===== src/rtl/core/rccfd_pkg.sv =====
// rccfd_pkg: shared types and constants of the rc channel frame decoder
// no dependencies; imported by rccfd_state, rccfd_read and rc_channel_frame_decoder_core

package rccfd_pkg;

	localparam logic [1:0]  CMD_FRAME     = 2'd0;
	localparam logic [1:0]  CMD_TICK      = 2'd1;
	localparam logic [1:0]  CMD_READ      = 2'd2;

	localparam logic [10:0] STICK_ID      = 11'h050;
	localparam logic [10:0] STATUS_ID     = 11'h051;
	localparam logic [7:0]  FAILSAFE_MARK = 8'hC3;
	localparam logic [13:0] SILENCE_CAP   = 14'd10000;
	localparam logic [13:0] TIMEOUT_RESET = 14'd100;

	localparam logic [1:0]  POS_NONE      = 2'd0;
	localparam logic [1:0]  POS_UPPER     = 2'd1;
	localparam logic [1:0]  POS_CENTRAL   = 2'd2;
	localparam logic [1:0]  POS_LOWER     = 2'd3;

	// ceil(2^24 / 127), exact for dividends up to 2^17
	localparam logic [17:0] RECIP_127     = 18'd132105;
	localparam int          RECIP_SHIFT   = 24;

	typedef struct packed {
		logic [1:0]  cmd;
		logic [10:0] can_id;
		logic [63:0] payload;
		logic [9:0]  elapsed_ms;
		logic [3:0]  channel;
		logic [24:0] deadband;
	} rccfd_item_t;

	typedef struct packed {
		logic [3:0][15:0] stick;
		logic [1:0][7:0]  volume;
		logic [1:0][7:0]  slide;
		logic [7:0][1:0]  sw;
		logic             fs_flag;
		logic             active;
	} rccfd_view_t;

	typedef struct packed {
		logic signed [25:0] value;
		logic [1:0]         switch_pos;
		logic               failsafe;
		logic               active;
	} rccfd_result_t;

endpackage


===== src/rtl/core/rccfd_state.sv =====
// rccfd_state: channel store, silence timer and timeout register
// depends on rccfd_pkg

module rccfd_state
	import rccfd_pkg::*;
(
	input  logic        clk,
	input  logic        arst_n,
	input  logic        cfg_we,
	input  logic [13:0] cfg_data,
	input  logic        upd,
	input  rccfd_item_t item,
	output rccfd_view_t view
);

	logic [3:0][15:0] stick_q;
	logic [1:0][7:0]  volume_q;
	logic [1:0][7:0]  slide_q;
	logic [7:0][1:0]  sw_q;
	logic             fs_flag_q;
	logic [13:0]      silence_q;
	logic [13:0]      timeout_q;
	logic [13:0]      silence_tick;
	logic [7:0]       b1;
	logic [7:0]       b2;

	function automatic logic [1:0] decode_switch(input logic [1:0] bits);
		logic [1:0] pos;
		case (bits)
			2'b11:   pos = POS_UPPER;
			2'b10:   pos = POS_CENTRAL;
			default: pos = POS_LOWER;
		endcase
		return pos;
	endfunction

	assign b1 = item.payload[55:48];
	assign b2 = item.payload[47:40];

	assign silence_tick = (silence_q < SILENCE_CAP) ?
		silence_q + {4'd0, item.elapsed_ms} : silence_q;

	always_ff @(posedge clk or negedge arst_n) begin
		if (!arst_n) begin
			stick_q   <= '0;
			volume_q  <= '0;
			slide_q   <= '0;
			sw_q      <= {8{POS_LOWER}};
			fs_flag_q <= 1'b1;
			silence_q <= '0;
			timeout_q <= TIMEOUT_RESET;
		end else begin
			if (cfg_we) begin
				timeout_q <= cfg_data;
			end
			if (upd) begin
				case (item.cmd)
					CMD_FRAME: begin
						if (item.can_id == STICK_ID) begin
							for (int i = 0; i < 4; i++) begin
								stick_q[i] <= item.payload[63 - 16 * i -: 16];
							end
							silence_q <= '0;
						end else if (item.can_id == STATUS_ID) begin
							fs_flag_q <= (item.payload[63:56] == FAILSAFE_MARK);
							for (int i = 0; i < 4; i++) begin
								sw_q[i]     <= decode_switch(b1[2 * i +: 2]);
								sw_q[i + 4] <= decode_switch(b2[2 * i +: 2]);
							end
							volume_q[0] <= item.payload[39:32];
							volume_q[1] <= item.payload[31:24];
							slide_q[0]  <= item.payload[23:16];
							slide_q[1]  <= item.payload[15:8];
							silence_q   <= '0;
						end
					end
					CMD_TICK: begin
						silence_q <= silence_tick;
						// link lost: sticks back to centre
						if (!(silence_tick < timeout_q)) begin
							stick_q <= '0;
						end
					end
					default: begin
					end
				endcase
			end
		end
	end

	assign view.stick   = stick_q;
	assign view.volume  = volume_q;
	assign view.slide   = slide_q;
	assign view.sw      = sw_q;
	assign view.fs_flag = fs_flag_q;
	assign view.active  = (silence_q < timeout_q);

endmodule


===== src/rtl/core/rccfd_read.sv =====
// rccfd_read: channel select and raw/127 scaling to signed Q10.16
// depends on rccfd_pkg

module rccfd_read
	import rccfd_pkg::*;
(
	input  rccfd_item_t   item,
	input  rccfd_view_t   view,
	output rccfd_result_t res
);

	logic [15:0]        raw;
	logic               neg;
	logic [15:0]        mag;
	logic [17:0]        mag4;
	logic [35:0]        prod;
	logic [24:0]        q;
	logic signed [25:0] scaled;
	logic               is_stick;
	logic               is_switch;

	assign is_stick  = (item.channel[3:2] == 2'b00);
	assign is_switch = item.channel[3];

	always_comb begin
		case (item.channel[3:1])
			3'b000, 3'b001: raw = view.stick[item.channel[1:0]];
			3'b010:         raw = {{8{view.volume[item.channel[0]][7]}},
			                       view.volume[item.channel[0]]};
			3'b011:         raw = {{8{view.slide[item.channel[0]][7]}},
			                       view.slide[item.channel[0]]};
			default:        raw = '0;
		endcase
	end

	// 65536 = 516 * 127 + 4, so q = mag * 516 + floor(4 * mag / 127)
	assign neg    = raw[15];
	assign mag    = neg ? (16'd0 - raw) : raw;
	assign mag4   = {mag, 2'b00};
	assign prod   = 36'(mag4) * 36'(RECIP_127);
	assign q      = {mag, 9'd0} + 25'({mag, 2'b00}) + 25'(prod[35:RECIP_SHIFT]);
	assign scaled = neg ? (26'sd0 - $signed({1'b0, q})) : $signed({1'b0, q});

	always_comb begin
		res.switch_pos = POS_NONE;
		res.value      = scaled;
		if (is_switch) begin
			res.value      = '0;
			res.switch_pos = view.sw[item.channel[2:0]];
		end else if (is_stick) begin
			if (!view.active || (q < item.deadband)) begin
				res.value = '0;
			end
		end
		res.failsafe = !view.active || view.fs_flag;
		res.active   = view.active;
	end

endmodule


===== src/rtl/core/rc_channel_frame_decoder_core.sv =====
// rc_channel_frame_decoder_core: item register, state store, read path, result register
// a read beat passes the item register and then the result register to the output
// throughput: one item per cycle while no read is held by a stalled output; the
// state update and read sit between the item register and the result register
// reset: arst_n clears the pipe and channel values; switches go to lower, failsafe set, timeout to 100 ms
// depends on rccfd_pkg, rccfd_state, rccfd_read

module rc_channel_frame_decoder_core
	import rccfd_pkg::*;
(
	input  logic               clk,
	input  logic               arst_n,
	input  logic               cfg_valid,
	output logic               cfg_ready,
	input  logic [13:0]        cfg_data,
	input  logic               in_valid,
	output logic               in_stall,
	input  logic [1:0]         cmd,
	input  logic [10:0]        can_id,
	input  logic [63:0]        payload,
	input  logic [9:0]         elapsed_ms,
	input  logic [3:0]         channel,
	input  logic [24:0]        deadband,
	output logic               out_valid,
	input  logic               out_stall,
	output logic signed [25:0] value,
	output logic [1:0]         switch_pos,
	output logic               failsafe,
	output logic               active
);

	rccfd_item_t   item_s1;
	logic          valid_s1;
	rccfd_view_t   view;
	rccfd_result_t res;
	rccfd_result_t res_q;
	logic          out_valid_q;
	logic          out_room;
	logic          is_read;
	logic          adv;
	logic          in_fire;

	assign cfg_ready = 1'b1;

	assign is_read  = (item_s1.cmd == CMD_READ);
	assign out_room = !out_valid_q || !out_stall;
	assign adv      = valid_s1 && (!is_read || out_room);
	assign in_stall = valid_s1 && !adv;
	assign in_fire  = in_valid && !in_stall;

	always_ff @(posedge clk or negedge arst_n) begin
		if (!arst_n) begin
			valid_s1    <= 1'b0;
			out_valid_q <= 1'b0;
		end else begin
			valid_s1    <= in_fire || (valid_s1 && !adv);
			out_valid_q <= (adv && is_read) || (out_valid_q && out_stall);
		end
	end

	always_ff @(posedge clk) begin
		if (in_fire) begin
			item_s1.cmd        <= cmd;
			item_s1.can_id     <= can_id;
			item_s1.payload    <= payload;
			item_s1.elapsed_ms <= elapsed_ms;
			item_s1.channel    <= channel;
			item_s1.deadband   <= deadband;
		end
		if (adv && is_read) begin
			res_q <= res;
		end
	end

	rccfd_state u_state (
		.clk      (clk),
		.arst_n   (arst_n),
		.cfg_we   (cfg_valid && cfg_ready),
		.cfg_data (cfg_data),
		.upd      (adv),
		.item     (item_s1),
		.view     (view)
	);

	rccfd_read u_read (
		.item (item_s1),
		.view (view),
		.res  (res)
	);

	assign out_valid  = out_valid_q;
	assign value      = res_q.value;
	assign switch_pos = res_q.switch_pos;
	assign failsafe   = res_q.failsafe;
	assign active     = res_q.active;

endmodule


===== config.mk =====
export PLATFORM = sky130hd
export DESIGN_NAME = rc_channel_frame_decoder_core
export DESIGN_NICKNAME = d
export VERILOG_FILES = /design/src/rtl/core/rccfd_pkg.sv /design/src/rtl/core/rccfd_state.sv /design/src/rtl/core/rccfd_read.sv /design/src/rtl/core/rc_channel_frame_decoder_core.sv
export SDC_FILE = /design/constraint.sdc
export NUM_CORES = 1
export LEC_CHECK = 0
export BUFFER_PORTS_ARGS = -buffer_cell sky130_fd_sc_hd__buf_2
export CORE_MARGIN = 4
export CORE_UTILIZATION = 40
export CTS_CLUSTER_DIAMETER = 80
export CTS_CLUSTER_SIZE = 30
export DETAILED_ROUTE_END_ITERATION = 10
export SYNTH_ARGS = -nofsm -noshare
export SYNTH_HDL_FRONTEND = slang
export SYNTH_SLANG_ARGS = --single-unit
export TNS_END_PERCENT = 10

===== constraint.sdc =====
create_clock -name clk -period 18.2 [get_ports clk]
set_clock_uncertainty 0.15 [all_clocks]
set_input_delay 1.82 -clock clk [delete_from_list [all_inputs] [get_ports clk]]
set_output_delay 1.82 -clock clk [all_outputs]
set_load 0.005 [all_outputs]

Yosys cells after proc, flatten, opt, wreduce, memory -nomap -nowiden --
Index checks and enable logic that the tools add are counted.
Cells by class: $add $sub $neg 5, multiply operators 1, $lt $le $gt $ge 7, equality and inequality tests 27, mux-type cells 28, bitwise gates (word level) 1, reduce and logical (&&, ||, !) cells 25
Operator list (count):
- two-way mux 64 bit | 2
- case mux 64 bit (2 select lines) | 1
- two-way mux 26 bit | 3
- case mux 16 bit (3 select lines) | 1
- two-way mux 14 bit | 3
- equality test 2 bit, second input constant | 17
- multiplier 16 x 18 -> 34 bit, second input constant | 1
- binary-select mux 16 bit (select 2 bit) | 1
- two-way mux 16 bit | 2
- two-way mux 8 bit | 4
- case mux 2 bit (2 select lines) | 8
- less-than comparator 14 bit | 2
- case mux 14 bit (2 select lines) | 1
- subtractor 1 x 25 -> 26 bit, first input constant | 1
- adder 25 x 12 -> 25 bit | 1
- adder 25 x 18 -> 25 bit | 1
- less-than comparator 25 bit | 1
- equality test 11 x 7 -> 1 bit, second input constant | 2
- subtractor 1 x 16 -> 16 bit, first input constant | 1
- adder 14 x 10 -> 14 bit | 1
- less-than comparator 14 bit, second input constant | 1
- equality test 8 bit, second input constant | 1
- AND reduction 4 bit | 2
- binary-select mux 2 bit (select 3 bit) | 1
- 19 further kinds | 35
Word-level totals: register bits 289, input port bits 135, output and inout bits 33, word-level logic and storage cells 125

Logic depth before layout (Yosys ltp) --
depth after elaboration 11, depth in mapped cells 49

Modules after synthesis --
A second synthesis with hierarchy kept.
Unflattened totals: cells, all modules 1581, area total of the unflattened synthesis 17641.9 µm²
By module, submodules not included:
- rccfd_state | instances 1, cells each 628, area an instance 6711.4 µm², seq. area each 3553.4 µm²
- rccfd_read | instances 1, cells each 794, area an instance 6421.2 µm², seq. area each 0.0 µm²
- rc_channel_frame_decoder_core | instances 1, cells each 159, area an instance 4509.3 µm², seq. area each 4434.3 µm²

Least setup slack after synthesis --
No wires, ideal clock.
path type register to register, from register item_s1[25] in the netlist's numbering, to register res_q, in the netlist value[6], data pin, setup time 0.138 ns, arrival 11.339 ns, data required time 17.912 ns, slack 6.573 ns, cell stages (with the launch flop) 49, cells stage by stage edfxtp_1 > buf_6 > buf_4 > mux2i_1 > o22ai_1 > o21ai_1 > ha_1 > nand4_1 > o31ai_4 > xor2_2 > inv_1 > nand2_1 > o21ai_0 > ha_1 > fa_1 > fa_1 > ha_1 > ha_1 > (+13 left out) > ha_1 > a2111oi_0 > o21a_1 > o2111ai_1 > o211ai_1 > nor4_1 > nor4_1 > xnor2_1 > inv_1 > ha_1 > nand3_1 > or3_1 > o2111ai_1 > o221ai_1 > maj3_2 > a311o_1 > buf_6 > nor2_1
Between the ends: word-level cells in the longest chain between the ends 11, elaborated cells between the ends (all ways) 18, classes of those cells add/sub: 4; mul: 1; order compare: 1; mux: 11; reduce/logical: 1
RTL lines:
- start, declared | RTL line rc_channel_frame_decoder_core.sv:32 | rccfd_item_t item_s1;
- binary-select mux 16 bit (select 2 bit) (tied with other cells) | RTL line rccfd_read.sv:27 | 3'b000, 3'b001: raw = view.stick[item.channel[1:0]];
- two-way mux 16 bit (not written as such) (tied with other cells) | RTL line rccfd_read.sv:27
- case mux 16 bit (3 select lines) * | RTL line rccfd_read.sv:26 | case (item.channel[3:1])
- subtractor 1 x 16 -> 16 bit | RTL line rccfd_read.sv:38 | assign mag = neg ? (16'd0 - raw) : raw;
- two-way mux 16 bit | RTL line rccfd_read.sv:38
- multiplier 16 x 18 -> 34 bit / adder 25 x 18 -> 25 bit (equally long branches) | RTL line rccfd_read.sv:40, rccfd_read.sv:41
- adder 25 x 12 -> 25 bit | RTL line rccfd_read.sv:41 | assign q = {mag, 9'd0} + 25'({mag, 2'b00}) + 25'(prod[35:RECIP_SHIFT]);
- subtractor 1 x 25 -> 26 bit / less-than comparator 25 bit (equally long branches) | RTL line rccfd_read.sv:42, rccfd_read.sv:51
- two-way mux 26 bit / logical OR 1 bit (equally long branches) | RTL line rccfd_read.sv:42, rccfd_read.sv:51
- two-way mux 26 bit | RTL line rccfd_read.sv:51 | if (!view.active || (q < item.deadband)) begin
- two-way mux 26 bit * | RTL line rccfd_read.sv:50 | end else if (is_stick) begin
- end signal, assigned | RTL line rc_channel_frame_decoder_core.sv:71 | res_q <= res;
- end, declared | RTL line rc_channel_frame_decoder_core.sv:36 | rccfd_result_t res_q;
Mark *: on every way between the ends. The rest lies on a longest branch, timed or not. The select of a mux whose other input is x is not followed. A chain may end at the register's enable or synchronous reset.

Final worst setup path --
from register item_s1[26] in the netlist's numbering, to register res_q, in the netlist value[8], data pin
Between the ends: word-level cells in the longest chain between the ends 11, elaborated cells between the ends (all ways) 19, classes of those cells add/sub: 4; mul: 1; order compare: 1; eq/ne: 3; mux: 7; reduce/logical: 3
RTL lines (RTL line):
- binary-select mux 16 bit (select 2 bit) (tied with other cells) | rccfd_read.sv:27
- two-way mux 16 bit (not written as such) / OR reduction 2 bit (equally long branches) | rccfd_read.sv:27, rccfd_read.sv:26
- case mux 16 bit (3 select lines) * | rccfd_read.sv:26
- subtractor 1 x 16 -> 16 bit | rccfd_read.sv:38
- two-way mux 16 bit | rccfd_read.sv:38
- multiplier 16 x 18 -> 34 bit / adder 25 x 18 -> 25 bit (equally long branches) | rccfd_read.sv:40, rccfd_read.sv:41
- adder 25 x 12 -> 25 bit | rccfd_read.sv:41
- subtractor 1 x 25 -> 26 bit / less-than comparator 25 bit (equally long branches) | rccfd_read.sv:42, rccfd_read.sv:51
- two-way mux 26 bit / logical OR 1 bit (equally long branches) | rccfd_read.sv:42, rccfd_read.sv:51
- two-way mux 26 bit | rccfd_read.sv:51
- two-way mux 26 bit * | rccfd_read.sv:50
Marks and branches as above.

==> results_tabular.tex <==
\begin{tabular}{lr}
\hline
Metric & Value \\
\hline
\multicolumn{2}{l}{\textbf{Final layout}} \\
Final \#Nets & roughly 2,000 \\
Multi-input gate area & a little over 8000 um2 \\
Leading cell types in the layout, fill and taps excluded & sky130\_fd\_sc\_hd\_\_nand2\_1 (186), sky130\_fd\_sc\_hd\_\_buf\_2 (165), sky130\_fd\_sc\_hd\_\_ha\_1 (159) \\
FF+latch area & 7988 um2 \\
Area growth syn-to-layout & 12.35\% \\
Fraction of layout cells with a size suffix above 1 & roughly 17\% \\
Filler Cells Inserted & roughly 4,000 \\
Commonest non-fill, non-tap cell in the layout & sky130\_fd\_sc\_hd\_\_nand2\_1 \\
\multicolumn{2}{l}{\textbf{Synthesis}} \\
Cell variety after synth & 87 \\
Ys Warns & 0 \\
Average cell area after synthesis & around 11 um2 \\
Synth Instances & 1,513 \\
Register area share after synthesis & approximately 48\% \\
EDFF count, synth & between 100 and 150 \\
Syn Std Cell Area & roughly 17,000 um2 \\
Async SR Flop Fraction & $\sim$49\% \\
Most used DFF post-synth & sky130\_fd\_sc\_hd\_\_edfxtp\_1 \\
Cell accounting for the most synthesized area & sky130\_fd\_sc\_hd\_\_edfxtp\_1 \\
Cell types occupying the most area after synthesis & sky130\_fd\_sc\_hd\_\_edfxtp\_1 (26\%), sky130\_fd\_sc\_hd\_\_dfrtp\_1 (18\%), sky130\_fd\_sc\_hd\_\_ha\_1 (12\%), sky130\_fd\_sc\_hd\_\_nand2\_1 (4.2\%), sky130\_fd\_sc\_hd\_\_a22o\_1 (3.5\%) \\
Flops \& latches, synth & 289 \\
Share of Yosys cell area claimed by the top area cell type & a little over a quarter \\
\multicolumn{2}{l}{\textbf{Clock network}} \\
CTS clock-pin slew for the worst setup and hold paths & 0.11 ns \\
Post CTS Setup Buffer Count & 0 \\
Root buffer cell & sky130\_fd\_sc\_hd\_\_clkbuf\_16 \\
Clock latency on the worst-skew pair & 0.53 ns \\
CTS Buffer Depth & 3 \\
Clock sink count & 289 \\
CTS tree & built \\
H-Tree Depth & 1 \\
Post-cts sizing count & 0 \\
Cts hold-fix bufs & 0 \\
Number of buffers created by CTS & 17 \\
\multicolumn{2}{l}{\textbf{Timing}} \\
Setup Total Neg Slack & 0 ns \\
Highest attainable clock frequency & $\sim$72 MHz \\
Hold violation total from the final report & 0 \\
Least-Margin Pin Slew & 1.107 ns \\
Max-slew violations & 0 \\
Final Setup Violations & 0 \\
Min Tclk post-route & around 14 ns \\
Slew Limit Headroom & about a quarter \\
Setup repair after global routing missed its margin & no \\
Final clock period utilization by the worst path & 76.54\% \\
\multicolumn{2}{l}{\textbf{Power and ir drop}} \\
Leak pwr & between 8 and 9 nW \\
Final total power & $\sim$1.7 mW \\
Cell Pwr Density & 92.56 nW/um2 \\
Flop pwr share & 45.5\% \\
Cell Int Power & 1.172 mW \\
Clock group share of total power & 27.3\% \\
Peak VDD IR & approximately 0.000067 V \\
Part of the total power dissipated in combinational logic & a little over a quarter \\
Net Sw Frac & 32.57\% \\
Net Switching & between 500 and 600 uW \\
\multicolumn{2}{l}{\textbf{Die}} \\
Total core area & between 40,000 and 50,000 um2 \\
Boundary Pins & 168 \\
Cell Rows & 74 \\
Die area & roughly 45,000 um2 \\
Overall die width & approximately 210 um \\
Vertical extent of the die & between 200 and 250 um \\
Initial core utilization & 40.64\% \\
\multicolumn{2}{l}{\textbf{Worst setup path}} \\
Slowest stage cell on the critical path & sky130\_fd\_sc\_hd\_\_a311o\_1 \\
Critical path startpoint category & register \\
Crit path DAT & between 10 and 15 ns \\
Delay of the slowest cell on the worst path & 0.73 ns \\
Top fanout value on the critical path & 34 \\
Worst Path Class, Setup & register to register \\
Worst EP required & 18.28 ns \\
Most common cell on crit path & sky130\_fd\_sc\_hd\_\_ha\_1 \\
Critical path endpoint category & register \\
\multicolumn{2}{l}{\textbf{Worst hold path}} \\
Kind of path behind the tightest hold check & register to register \\
\multicolumn{2}{l}{\textbf{Placed design}} \\
GPL Wtd Cong & 0.8871 \\
Detailed placement HPWL & 32.28 mm \\
IO buf count & approximately 170 \\
\multicolumn{2}{l}{\textbf{Detailed routing}} \\
Total Routed Length & between 40 and 50 mm \\
Number of nets still failing antenna checks after routing & 0 \\
Average via count per standard cell & around 5.4 \\
Via count of the routed design & $\sim$12,000 \\
Number of DRC markers after the initial detailed-route iteration & between 800 and 900 \\
Post-DR wirelength/cell & 19.20 um \\
Detailed-route DRC error count & 0 \\
First-pass iteration count of the detailed router & 5 \\
\multicolumn{2}{l}{\textbf{Global route}} \\
Global-route wire length before repair & between 60 and 70 mm \\
Maximum number of pins on one net before global-route repair & between 90 and 100 \\
Number of global-route vias before repair & approximately 12,000 \\
Antenna violations before repair & 1 \\
All-Layer GR Usage & a little under a fifth \\
Global-route congestion overflow total & 0 \\
\multicolumn{2}{l}{\textbf{Status}} \\
Outcome & finished clean \\
\multicolumn{2}{l}{\textbf{Flow run}} \\
Number of max-cap violations & 0 \\
\hline
\end{tabular}
[worst paths after layout]
check / startpoint / to / slack, ns / cells past startpoint
setup / recovery: item_s1[26] / value[8] / 4.27 / 47
hold / removal: item_s1[93] / u_state.view[9] / 0.31 / 1
setup reg to reg: item_s1[26] / value[8] / 4.27 / 47
hold reg to reg: item_s1[93] / u_state.view[9] / 0.31 / 1
max in group asynchronous: arst_n / u_state.view[70] / 15.44 / 2
min in group asynchronous: arst_n / u_state.timeout_q[4] / 1.21 / 1
[synthesized netlist by cell type (all sizes together) (4+ instances only)]
master	instances
edfxtp	146
dfstp	20
o31ai	12
or3	6
a31oi	21
a211o	4
o21ai	58
dfrtp	123
fa	20
nor3b	4
mux2	8
nor3	11
mux2i	36
inv	113
a211oi	7
mux4	10
nor4	6
and2	6
and4	5
o22ai	15
o22a	4
ha	159
nand2	187
a21oi	64
a21o	19
and3	5
nand3b	5
or2	6
a22o	66
o21bai	9
o21a	11
o211ai	10
nor2	104
a2111oi	4
xnor2	49
nand3	32
nand4	13
nand2b	13
xor2	20
buf	17
nor2b	7
clkbuf	37
[critical path: cells and delay by family, from the launching register on]
family,cells,cell delay [ns]
DFF,1,0.33
buffers and inverters,4,0.79
xor gates and xnor gates,3,0.84
adders and majority gates,10,3.34
AOI/OAI and AO/OA,19,5.48
and+or+nand+nor,11,2.68
[cell families (layout without fill, tap and decap cells)]
family | after synthesis | in the layout | share of synthesized area, %
AND/OR/NAND/NOR | 420 | 420 | 11.68
AO/OA/AOI/OAI | 333 | 333 | 14.09
flip-flops | 289 | 289 | 47.81
adder cells (fa/ha/maj) | 180 | 180 | 14.37
buffers and inverters | 167 | 324 | 4.141
XOR/XNOR | 69 | 69 | 3.842
multiplexers | 54 | 54 | 4.044
other | 1 | 4 | 0.02244
[layer usage]
| layer | track usage, % | part of all wire (%) |
|---|---|---|
| met2 | 31.29 | 48 |
| met1 | 25.88 | 46 |
| met3 | 2.361 | 4.0 |
| met4 | 3.687 | 1.9 |
| met5 | 0 | 0.031 |
[through the flow]
step                instances  instance area (um2)  setup WS (ns)  util [%]  hold slack [ns]
global route             2203                18770          3.019     45.65           0.3289
floorplan                1514                16710          6.573         -           0.2688
finish                   2205                18770          4.270     45.66           0.3080
global placement         2173                18090          4.805     44.00           0.2948
detailed placement       2173                18090          4.329     44.00           0.3006
CTS                      2203                18770          4.298     45.65           0.3158
[power groups by stage]
stage	logic [mW]	registers, mW	clock network, mW
5_1_grt	0.533	0.797	0.513
4_1_cts	0.475	0.792	0.489
3_3_place_gp	0.461	0.805	0
6_report	0.472	0.791	0.474
2_1_floorplan	0.343	0.783	0
3_5_place_dp	0.471	0.805	0
[sequential cells by signal (all words and copies together) (netlist names)]
name	flops
u_state.timeout_q	14
item_s1	116
valid_s1	1
out_valid	1
u_state.silence_q	14
u_state.view	112
failsafe	1
value	26
switch_pos	2
active	1
u_state.fs_flag_q	1
[area by class of cell]
class / count / area share, %
Tap cell: 532 / 3.546
Sequential cell: 289 / 42.55
Clock buffer: 20 / 2.666
Inverter: 113 / 2.260
Multi-Input combinational cell: 1058 / 42.94
Clock inverter: 10 / 0.9465
Timing Repair Buffer: 181 / 5.059
Antenna cell: 2 / 0.02666
No activity file was read; power rests on OpenSTA's default activity.
